==> src/rtl/abd_pkg.sv <==
`timescale 1ns / 1ps
`default_nettype none
// ---------------------------------------------------------------------------
// abd_pkg : shared types and constants of the anchor box decoder
// Fixed-point formats, sigmoid breakpoints and the anchor grid layout.
// ---------------------------------------------------------------------------
package abd_pkg;

   localparam int IndexWidth = 10;
   localparam int ScoreWidth = 16;
   localparam int RegWidth   = 18;
   localparam int CoordWidth = 19;
   localparam int MagWidth   = 15;

   typedef logic [IndexWidth-1:0]        index_type;
   typedef logic signed [ScoreWidth-1:0] logit_type;
   typedef logic [ScoreWidth-1:0]        conf_type;
   typedef logic signed [RegWidth-1:0]   regr_type;
   typedef logic signed [CoordWidth-1:0] coord_type;
   typedef logic [MagWidth-1:0]          mag_type;

   // Logit clip at +-100.0 in Q8.8
   localparam logit_type ClipPos = 16'sd25600;
   localparam logit_type ClipNeg = -16'sd25600;

   // Sigmoid segment breakpoints on |x| in Q8.8
   localparam mag_type SigKnee0 = 15'd256;
   localparam mag_type SigKnee1 = 15'd608;
   localparam mag_type SigKnee2 = 15'd1280;

   localparam logic [16:0] SigBase0 = 17'd32768;
   localparam logic [16:0] SigBase1 = 17'd40960;
   localparam logic [16:0] SigBase2 = 17'd55296;
   localparam logic [16:0] SigOne   = 17'd65536;
   localparam conf_type    ConfMax  = 16'hFFFF;

   localparam conf_type ThresholdReset = 16'd32768;

   // Coarse grid: cell = (index - 512) / 6 through a reciprocal of 171 / 1024,
   // exact for every offset below 512
   localparam logic [7:0] DivSixMul   = 8'd171;
   localparam int         DivSixShift = 10;
   localparam logic [6:0] CoarseLast  = 7'd63;

endpackage
`default_nettype wire

==> src/rtl/abd_anchor.sv <==
`timescale 1ns / 1ps
`default_nettype none
// ---------------------------------------------------------------------------
// abd_anchor : anchor centre lookup
// Maps an anchor index to its cell centre in Q0.15 on the fine or coarse grid.
// ---------------------------------------------------------------------------
module abd_anchor (
   input  wire abd_pkg::index_type anchor_index,
   output abd_pkg::mag_type        centre_x,
   output abd_pkg::mag_type        centre_y
);

   logic [16:0] prod;
   logic [6:0]  quot;
   logic [5:0]  coarse_pos;

   always_comb begin
      prod = 17'(anchor_index[8:0]) * 17'(abd_pkg::DivSixMul);
      quot = prod[16:abd_pkg::DivSixShift];
      // clamp past-the-end indices onto the last coarse cell
      coarse_pos = (quot > abd_pkg::CoarseLast) ? abd_pkg::CoarseLast[5:0] : quot[5:0];
      if (!anchor_index[9]) begin
         centre_x = {anchor_index[4:1], 1'b1, 10'b0};
         centre_y = {anchor_index[8:5], 1'b1, 10'b0};
      end else begin
         centre_x = {coarse_pos[2:0], 1'b1, 11'b0};
         centre_y = {coarse_pos[5:3], 1'b1, 11'b0};
      end
   end

endmodule
`default_nettype wire

==> src/rtl/abd_sigmoid.sv <==
`timescale 1ns / 1ps
`default_nettype none
// ---------------------------------------------------------------------------
// abd_sigmoid : piecewise-linear sigmoid
// Four segments on |x|, mirrored for negative logits, saturated to Q0.16.
// ---------------------------------------------------------------------------
module abd_sigmoid (
   input  wire abd_pkg::mag_type  mag,
   input  wire                    negative,
   output abd_pkg::conf_type      confidence
);

   logic [16:0] pos;
   logic [16:0] val;
   logic [16:0] mag_ext;

   always_comb begin
      mag_ext = {2'b0, mag};
      priority if (mag >= abd_pkg::SigKnee2) begin
         pos = abd_pkg::SigOne;
      end else if (mag >= abd_pkg::SigKnee1) begin
         pos = (mag_ext << 3) + abd_pkg::SigBase2;
      end else if (mag >= abd_pkg::SigKnee0) begin
         pos = (mag_ext << 5) + abd_pkg::SigBase1;
      end else begin
         pos = (mag_ext << 6) + abd_pkg::SigBase0;
      end
      val = negative ? (abd_pkg::SigOne - pos) : pos;
      confidence = val[16] ? abd_pkg::ConfMax : val[15:0];
   end

endmodule
`default_nettype wire

==> src/rtl/abd_edge.sv <==
`timescale 1ns / 1ps
`default_nettype none
// ---------------------------------------------------------------------------
// abd_edge : box edge pair along one axis
// min = round((2c - s) / 2), max = round((2c + s) / 2), ties rounded up.
// ---------------------------------------------------------------------------
module abd_edge (
   input  wire abd_pkg::coord_type centre,
   input  wire abd_pkg::regr_type  size,
   output abd_pkg::coord_type      low_edge,
   output abd_pkg::coord_type      high_edge
);

   logic signed [20:0] twice;
   logic signed [20:0] size_ext;
   logic signed [20:0] lo_sum;
   logic signed [20:0] hi_sum;

   always_comb begin
      twice    = {{1{centre[18]}}, centre, 1'b0};
      size_ext = {{3{size[17]}}, size};
      lo_sum   = twice - size_ext + 21'sd1;
      hi_sum   = twice + size_ext + 21'sd1;
      low_edge  = lo_sum[19:1];
      high_edge = hi_sum[19:1];
   end

endmodule
`default_nettype wire

==> src/rtl/anchor_box_decode_threshold_core.sv <==
`timescale 1ns / 1ps
`default_nettype none
// ---------------------------------------------------------------------------
// anchor_box_decode_threshold_core : anchor decode with score threshold
// Sigmoid on the logit, threshold test, box and keypoint decode per row.
// ---------------------------------------------------------------------------
//  channel | direction | handshake           | payload
//  req_    | in        | req_tvalid/tready   | req_tdata  : detector row
//  rsp_    | out       | rsp_tvalid/tready   | rsp_tdata  : decoded detection
//  csr_    | in        | csr_valid/ready     | csr_data   : score_threshold
//
//  One row a cycle sustained while rsp_ is not stalled; four register stages,
//  and a detection shows on rsp_ from the last of them. Rows under threshold
//  are dropped in stage three and leave a bubble. Reset clears the stage
//  valid bits and sets the threshold to 0.5. A stall on rsp_ holds each full
//  stage; empty stages keep filling, and req_tready falls only once all four
//  stages are full.
// ---------------------------------------------------------------------------
module anchor_box_decode_threshold_core (
   input  wire          clock,
   input  wire          reset,
   // anchor_index[9:0], raw_score[25:10], box_center_x, box_center_y,
   // box_width, box_height, first_point_x, first_point_y, second_point_x,
   // second_point_y (18 bits each from bit 26 up), zero pad [175:170]
   input  wire  [175:0] req_tdata,
   input  wire          req_tvalid,
   output logic         req_tready,
   // hit_index[9:0], confidence[25:10], left_edge, top_edge, right_edge,
   // bottom_edge, point_a_x, point_a_y, point_b_x, point_b_y (19 bits each
   // from bit 26 up), zero pad [183:178]
   output logic [183:0] rsp_tdata,
   output logic         rsp_tvalid,
   input  wire          rsp_tready,
   input  wire  [15:0]  csr_data,
   input  wire          csr_valid,
   output logic         csr_ready
);

   // ---------------- configuration ----------------
   abd_pkg::conf_type threshold_ff, threshold_in;

   assign csr_ready    = 1'b1;
   assign threshold_in = (csr_valid && csr_ready) ? csr_data : threshold_ff;

   always_ff @(posedge clock) begin
      if (reset) begin
         threshold_ff <= abd_pkg::ThresholdReset;
      end else begin
         threshold_ff <= threshold_in;
      end
   end

   // ---------------- stall control ----------------
   logic v1_ff, v2_ff, v3_ff, v4_ff;
   logic v1_in, v2_in, v3_in, v4_in;
   logic adv1, adv2, adv3, adv4;
   logic hit;

   // a stage moves on when empty or when the next one moves
   assign adv4 = !v4_ff || rsp_tready;
   assign adv3 = !v3_ff || adv4;
   assign adv2 = !v2_ff || adv3;
   assign adv1 = !v1_ff || adv2;
   assign req_tready = adv1;

   assign v1_in = adv1 ? req_tvalid : v1_ff;
   assign v2_in = adv2 ? v1_ff : v2_ff;
   assign v3_in = adv3 ? v2_ff : v3_ff;
   assign v4_in = adv4 ? (v3_ff && hit) : v4_ff;

   always_ff @(posedge clock) begin
      if (reset) begin
         v1_ff <= 1'b0;
         v2_ff <= 1'b0;
         v3_ff <= 1'b0;
         v4_ff <= 1'b0;
      end else begin
         v1_ff <= v1_in;
         v2_ff <= v2_in;
         v3_ff <= v3_in;
         v4_ff <= v4_in;
      end
   end

   // ---------------- stage 1 : capture the row ----------------
   logic [169:0] row_ff;

   always_ff @(posedge clock) begin
      if (adv1) begin
         row_ff <= req_tdata[169:0];
      end
   end

   abd_pkg::index_type s1_idx;
   abd_pkg::logit_type s1_logit, s1_clip;
   abd_pkg::regr_type  s1_reg [8];
   abd_pkg::mag_type   s1_mag;
   abd_pkg::mag_type   s1_ax, s1_ay;

   assign s1_idx   = row_ff[9:0];
   assign s1_logit = row_ff[25:10];

   for (genvar g = 0; g < 8; g++) begin : g_unpack
      assign s1_reg[g] = row_ff[26 + 18*g +: 18];
   end

   // clip to +-100 and take the magnitude
   always_comb begin
      priority if (s1_logit > abd_pkg::ClipPos) begin
         s1_clip = abd_pkg::ClipPos;
      end else if (s1_logit < abd_pkg::ClipNeg) begin
         s1_clip = abd_pkg::ClipNeg;
      end else begin
         s1_clip = s1_logit;
      end
      s1_mag = s1_clip[15] ? 15'(-s1_clip) : s1_clip[14:0];
   end

   abd_anchor u_anchor (
      .anchor_index (s1_idx),
      .centre_x     (s1_ax),
      .centre_y     (s1_ay)
   );

   // ---------------- stage 2 : magnitude and anchor centre ----------------
   abd_pkg::index_type s2_idx_ff;
   abd_pkg::mag_type   s2_mag_ff, s2_ax_ff, s2_ay_ff;
   logic               s2_neg_ff;
   abd_pkg::regr_type  s2_reg_ff [8];

   always_ff @(posedge clock) begin
      if (adv2) begin
         s2_idx_ff <= s1_idx;
         s2_mag_ff <= s1_mag;
         s2_neg_ff <= s1_clip[15];
         s2_ax_ff  <= s1_ax;
         s2_ay_ff  <= s1_ay;
         s2_reg_ff <= s1_reg;
      end
   end

   abd_pkg::conf_type  s2_conf;
   abd_pkg::coord_type s2_ax_s, s2_ay_s;
   abd_pkg::coord_type s2_sum [8];

   abd_sigmoid u_sigmoid (
      .mag        (s2_mag_ff),
      .negative   (s2_neg_ff),
      .confidence (s2_conf)
   );

   assign s2_ax_s = {4'b0, s2_ax_ff};
   assign s2_ay_s = {4'b0, s2_ay_ff};

   // offset centre and keypoints; size terms pass through sign extended
   for (genvar g = 0; g < 8; g++) begin : g_offset
      if (g == 2 || g == 3) begin : g_size
         assign s2_sum[g] = {s2_reg_ff[g][17], s2_reg_ff[g]};
      end else begin : g_add
         assign s2_sum[g] = {s2_reg_ff[g][17], s2_reg_ff[g]}
                          + ((g % 2 == 0) ? s2_ax_s : s2_ay_s);
      end
   end

   // ---------------- stage 3 : threshold and edges ----------------
   abd_pkg::index_type s3_idx_ff;
   abd_pkg::conf_type  s3_conf_ff;
   abd_pkg::coord_type s3_sum_ff [8];

   always_ff @(posedge clock) begin
      if (adv3) begin
         s3_idx_ff  <= s2_idx_ff;
         s3_conf_ff <= s2_conf;
         s3_sum_ff  <= s2_sum;
      end
   end

   abd_pkg::coord_type s3_left, s3_right, s3_top, s3_bottom;

   assign hit = s3_conf_ff >= threshold_ff;

   abd_edge u_edge_x (
      .centre    (s3_sum_ff[0]),
      .size      (s3_sum_ff[2][17:0]),
      .low_edge  (s3_left),
      .high_edge (s3_right)
   );

   abd_edge u_edge_y (
      .centre    (s3_sum_ff[1]),
      .size      (s3_sum_ff[3][17:0]),
      .low_edge  (s3_top),
      .high_edge (s3_bottom)
   );

   // ---------------- stage 4 : output register ----------------
   logic [177:0] out_ff;

   always_ff @(posedge clock) begin
      if (adv4) begin
         out_ff <= {s3_sum_ff[7], s3_sum_ff[6], s3_sum_ff[5], s3_sum_ff[4],
                    s3_bottom, s3_right, s3_top, s3_left,
                    s3_conf_ff, s3_idx_ff};
      end
   end

   assign rsp_tdata  = {6'b0, out_ff};
   assign rsp_tvalid = v4_ff;

   // ---------------- assertions ----------------
   // backpressure reaches the input only with the whole pipe full
   a_full_on_stall: assert property (@(posedge clock) disable iff (reset)
      !req_tready |-> (v1_ff && v2_ff && v3_ff && v4_ff))
      else $error("req_tready low with an empty stage");

   // a held stage three keeps its score for the threshold test
   a_s3_hold: assert property (@(posedge clock) disable iff (reset)
      (v3_ff && !adv3) |=> (v3_ff && $stable(s3_conf_ff) && $stable(s3_idx_ff)))
      else $error("stage three lost or changed while stalled");

   // a row dropped under threshold never reaches the output
   a_drop: assert property (@(posedge clock) disable iff (reset)
      (adv4 && v3_ff && !hit) |=> !v4_ff)
      else $error("below-threshold row emitted");

endmodule
`default_nettype wire

==> config.mk <==
export PLATFORM = sky130hd
export DESIGN_NAME = anchor_box_decode_threshold_core
export DESIGN_NICKNAME = d
export VERILOG_FILES = /design/src/rtl/abd_pkg.sv /design/src/rtl/abd_anchor.sv /design/src/rtl/abd_sigmoid.sv /design/src/rtl/abd_edge.sv /design/src/rtl/anchor_box_decode_threshold_core.sv
export SDC_FILE = /design/constraint.sdc
export NUM_CORES = 1
export LEC_CHECK = 0
export ABC_AREA = 1
export BUFFER_PORTS_ARGS = -buffer_cell sky130_fd_sc_hd__buf_2
export CAP_MARGIN = 20
export CORE_ASPECT_RATIO = 1.2
export CORE_MARGIN = 4
export CORE_UTILIZATION = 28
export CTS_CLUSTER_DIAMETER = 40
export DETAILED_ROUTE_END_ITERATION = 12
export GPL_TIMING_DRIVEN = 0
export SYNTH_ARGS = -nofsm -noshare
export SYNTH_HDL_FRONTEND = slang
export SYNTH_SLANG_ARGS = --single-unit
==> constraint.sdc <==
create_clock -name clock -period 23 [get_ports clock]
set_input_delay 6.9 -clock clock [delete_from_list [all_inputs] [get_ports clock]]
set_output_delay 6.9 -clock clock [all_outputs]
set_load 0.02 [all_outputs]
# == After elaboration in Yosys (flattened, before gate mapping) ==
# Cells that the tools add are included.
# word_totals
ff_bits,744
in_bits,197
elab_cells,78
# classes
addsub,19
mul,1
magnitude_cmp,7
muxes,10
n_reduce_logical,9
# op_table
cell,n
adder 18 x 16 -> 19 bit,6
adder 20 x 2 -> 20 bit (second input constant),4
two-way mux 17 bit,4
adder 17 x 16 -> 17 bit (second input constant),3
two-way mux 15 bit,3
adder 20 x 18 -> 20 bit,2
subtractor 20 x 18 -> 20 bit,2
two-way mux 16 bit,2
multiplier 9 x 8 -> 17 bit (second input constant),1
subtractor 17 bit (first input constant),1
greater-or-equal comparator 16 bit,1
greater-than comparator 16 bit (second input constant),1
< comparator 16 bit (second input constant),1
greater-or-equal comparator 15 x 10 -> 1 bit (second input constant),1
greater-or-equal comparator 15 x 11 -> 1 bit (second input constant),1
greater-or-equal comparator 15 x 9 -> 1 bit (second input constant),1
negation 15 bit,1
greater-than comparator 7 x 6 -> 1 bit (second input constant),1
two-way mux 6 bit,1
zero test 1 bit,4
logical OR 1 bit,4
logical AND 1 bit,1

# == Longest topological paths before layout ==
# logic_depth
ltp_word,6
depth_mapped,19
mapped_depth_nobuf,17

# == Hierarchy ==
# A second synthesis with hierarchy kept.
# hier_totals
cells_unflattened,3057
hier_area_um2,35627.9
# by_module_without_submodules
module,instances,cells_per_inst,area_each_um2,seq_area_each_um2
anchor_box_decode_threshold_core,1,1700,27781.6,22141.2
abd_edge,2,424,2394.8,0.0
abd_anchor,1,277,1826.8,0.0
abd_sigmoid,1,232,1229.9,0.0

# == Least setup slack after synthesis ==
# No wires, ideal clock.
# synth_path
kind,input to output
from,in rsp_tready
to,out req_tready
arrival_ps,14866
t_required_ps,16100
path_slack_ps,1234
path_stages,4
path_buffers,0
path_cell_list,nor2_1 -> nand2_1 -> nor2_1 -> nand2_1
# synth_via
elab_chain_cells,4
# synth_lines
element,line_no,text
from (decl),anchor_box_decode_threshold_core.sv:33,"input wire rsp_tready,"
logical OR 1 bit,anchor_box_decode_threshold_core.sv:60,assign adv4 = !v4_ff || rsp_tready;
logical OR 1 bit,anchor_box_decode_threshold_core.sv:61,assign adv3 = !v3_ff || adv4;
via adv3,anchor_box_decode_threshold_core.sv:56,"logic adv1, adv2, adv3, adv4;"
logical OR 1 bit,anchor_box_decode_threshold_core.sv:62,assign adv2 = !v2_ff || adv3;
logical OR 1 bit,anchor_box_decode_threshold_core.sv:63,assign adv1 = !v1_ff || adv2;
to (decl),anchor_box_decode_threshold_core.sv:27,"output logic req_tready,"
# The timed path passes the listed nets, and every way through them passes these cells.

# == Final worst setup path ==
# Ends and elaborated chain as after synthesis.

==> results <==
- The TritonCTS clock tree is yes.
- The fraction of layout cells with a size suffix above 1 is 0.236.
- The post-cts gate resize count is 0.
- The count of flip-flops with a built-in enable after synthesis is between 600 and 700.
- Measured along the y axis, the die boundary spans approximately 370 um.
- Dividing total power by cell area gives a power density of between 100 and 150 nW/um^2.
- In the final layout, the multi-input gates occupy slightly above 8000 um^2.
- The detail route stage leaves a number of antenna-violating nets equal to 0.
- Among all flip-flop cells after synthesis, the most frequent one is edfxtp_1.
- After filler insertion, the fill cell instance count of the layout stands at about 10000.
- Leaving out fill and tap cells, the most frequent cells in the layout are edfxtp_1, buf_2, inv_1.
- The number of DRC markers in iteration 0 is approximately 820.
- The register-to-register setup slack is between 15000 and 20000 ps.
- The cell count of the worst hold path is 0.
- The clock period could shrink to about 16000 ps.
- The cell leakage power is around 0.016 uW.
- The largest incremental delay on the critical path is roughly 520 ps.
- Sorting the synthesized cells by area gives the leading types as edfxtp_1, ha_1, inv_1.
- Data on the critical path arrives at its endpoint at 9140 ps.
- The distinct cell type count of the synthesized netlist is 52.
- The Yosys warning count is 0.
- The startpoint of the lowest-slack register-to-register path is row_ff[4].
- The final period utilization is 0.697.
- After clock tree synthesis, the clock-pin slew on the worst setup and hold paths is 60 ps.
- Of the total power, the clock network draws 0.388.
- Of the synthesized area, sequential elements account for 0.698.
- The library cell used most frequently in the layout, excluding fill and tap cells, is edfxtp_1.
- The initialized floorplan defines ~130 standard-cell rows.
- The number of global-route vias before repair is 17800.
- The H-tree depth is 3.
- Of all nets on the critical path, the largest fanout is between 50 and 60.
- Walking the worst path, the cells encountered are buf_2, nor2_1, nand2_4, nor2_1, nand2_4, buf_16, buf_2.
- The path class of the tightest hold or removal check is flip-flop to flip-flop.
- The number of antenna violations at the first check in global routing was 16.
- The capture endpoint of the worst hold path is s3_sum_ff[60].
- Summing every instance area after synthesis gives between 30000 and 40000 um^2.
- In this run the deepest clock path goes through 3 buffers.
- The first global-routing pass estimated just over 100000 um of wire.
- The number of nets in the final layout is between 3000 and 4000.
- The average wire per cell in the routed design is 16.2 um.
- The async set or reset register ratio after synthesis is 0.
- The starting density of the core is 0.283.
- The number of buffers inserted during clock tree synthesis is around 110.
- The internal power contribution is approximately 2900 uW.
- In the synthesized netlist, the number of instances is 2168.
- The post-placement setup slack is between 6000 and 7000 ps.
- The most critical setup path has its startpoint at rsp_tready.
- Buffers inserted to repair hold after CTS numbered 0.
- Detailed routing inserted a total of ~17000 vias.
- Buffers placed on the I/O ports in this run total 370.
- Across the run, the number of max-cap violations was 0.
- Summed over all layers, the routed wires come to between 60000 and 70000 um.
- Setup repair after global routing left no endpoint under its margin.
- The maximum number of pins on one net before global-route repair is approximately 100.
- The nature of the critical path startpoint is an input port.
- The pin slew with the least headroom to its limit is ~760 ps.
- The share of total power dissipated in combinational logic is 0.191.
- Of the total power, registers draw 0.421.
- The HPWL after detailed placement is between 40000 and 50000 um.
- The clock network latency to the later pin of the worst-skew pair is 720 ps.
- The top-area cell type share of the netlist area is 0.685.
- The cell at the root of the clock tree is clkbuf_16.
- The average size of a mapped cell is between 10 and 15 um^2.
- Of the total power, the share spent switching nets is 0.303.
- The sequential cell area is about 21000 um^2.
- The tightest slew margin relative to the limit is 0.494.
- The setup violation total in the final timing report is 0.
- The run finished with clean final reports.
- The first TritonRoute pass finished after 6 iterations.
- The area enclosed by the die boundary is 115000 um^2.
- For this run, design rule violations remaining after detail routing come to 0.
- The total overflow left after global routing is 0.
- Relative to the synthesized area, the layout overhead comes to 24.8%.
- In this run the horizontal extent of the chip is approximately 310 um.
- The max-slew violation count is 0.
- The end of the worst register-to-register path is s2_ay_ff[12].
- The number of hold-slack violations in the final timing report is 0.
- The hold path startpoint is s2_reg_ff[57].
- The worst clock skew on the final layout is ~80 ps.
- Across every metal layer, demand over resource in global routing totals 0.117.
- Setup slack closes at a little under 7000 ps.
- The cell accounting for the most synthesized area is edfxtp_1.
- At the worst endpoint, the required time is approximately 16000 ps.
- The cell type of the slowest stage on the worst timing path is nor2_1.
- The total clock sinks is between 700 and 800.
- The type of element capturing the critical path is an output pin.
- The critical path start-end classification is input port to output pin.
- The core region is between 100000 and 150000 um^2.
- The number of setup buffers added after CTS is 0.
- The final estimated routing congestion in global placement is 0.819.
- The share of the core filled with cells is 0.353.
- After synthesis the netlist holds a flip-flop and latch count of 719.
- The analysis attributes to net switching a power of 1270 uW.
- The maximum VDD drop is about 0.07 mV.
- For this run, the top clock speed supported by timing is between 60 and 70 MHz.
- Measured in cells, the most critical reg-to-reg path has a length of 15.
- Dividing the detail-routed via count by the number of cells gives around 4.2.
- about 380 I/O pins were placed.
-- routing by layer --
| metal | global-route usage | vias up | share of wire |
|---|---|---|---|
| met2 | 0.191 | 446 | 0.47 |
| met3 | 0.0404 | 110 | 0.081 |
| met4 | 0.0495 | 8 | 0.032 |
| met1 | 0.140 | 8235 | 0.42 |
| met5 | 0 | - | 0.00074 |
| li1 | - | 8683 | - |
-- worst max path at each step --
| stage | end | cells past startpoint |
|---|---|---|
| 2_1_floorplan | req_tready | 4 |
| 3_3_place_gp | req_tready | 6 |
| 3_5_place_dp | req_tready | 7 |
| 4_1_cts | req_tready | 7 |
| 5_1_grt | req_tready | 7 |
| 6_report | req_tready | 7 |
-- metrics by stage --
stage          power, uW  cells  setup TNS, ps  hold slack (ps)  area (um^2)
2_1_floorplan       2310   2173              0              400        30700
3_3_place_gp        2580   3950          -5130              400        34300
3_5_place_dp        2590   3958              0              405        34500
4_1_cts             4250   4158              0              339        38200
5_1_grt             4410   4160              0              348        38200
6_report            4170   4167              0              348        38300
-- flip-flops by register name, indices dropped and copies added (netlist names), 4 cells and up --
name / cells
out_ff: 176
row_ff: 170
s3_idx_ff: 10
s3_conf_ff: 14
threshold_ff: 16
s2_mag_ff: 15
s2_ay_ff: 4
s2_reg_ff: 144
s3_sum_ff: 150
s2_ax_ff: 5
s2_idx_ff: 10
-- critical path: cells and delay by family --
kind | cells | cell delay (ps)
buf+inv | 3 | 610
simple gates | 4 | 1570
-- final cells by class --
class | instances | area share
Antenna cell | 9 | 0.000589
Buffer | 22 | 0.00415
Clock buffer | 113 | 0.0703
Clock inverter | 87 | 0.0266
Inverter | 278 | 0.0278
Multi-Input combinational cell | 1154 | 0.211
Sequential cell | 719 | 0.559
Tap cell | 1407 | 0.0460
Timing Repair Buffer | 378 | 0.0541
-- cell usage after synthesis (8+ instances only) --
| master | number |
|---|---|
| edfxtp_1 | 699 |
| inv_1 | 266 |
| nand2_1 | 225 |
| ha_1 | 207 |
| a21oi_1 | 156 |
| nor2_1 | 121 |
| xor2_1 | 104 |
| nand3_1 | 74 |
| o21ai_0 | 68 |
| nand2_2 | 26 |
| xnor2_1 | 26 |
| fa_1 | 25 |
| dfxtp_1 | 20 |
| nand4_1 | 13 |
| a31oi_1 | 11 |
| buf_4 | 10 |
| nor3_1 | 10 |
| o21bai_1 | 10 |
| a21boi_0 | 8 |
| inv_2 | 8 |
| o31ai_1 | 8 |
-- kinds of logic after synthesis --
kind of cell,Yosys count,synth area share
compound gates,286,0.0516
xor+xnor,130,0.0371
fa+ha+maj,232,0.101
buf+inv,300,0.0394
flops,719,0.698
other cells,2,0.000245
simple gates,499,0.0729
-- power groups by stage --
stage / combinational (uW) / sequential, uW / clock [uW]
after floorplan: 447 / 1870 / 0
after CTS: 809 / 1760 / 1680
after detailed placement: 805 / 1790 / 0
after global placement: 797 / 1780 / 0
after global routing: 895 / 1780 / 1740
final: 795 / 1760 / 1620
No activity file was read; power rests on OpenSTA's default activity.
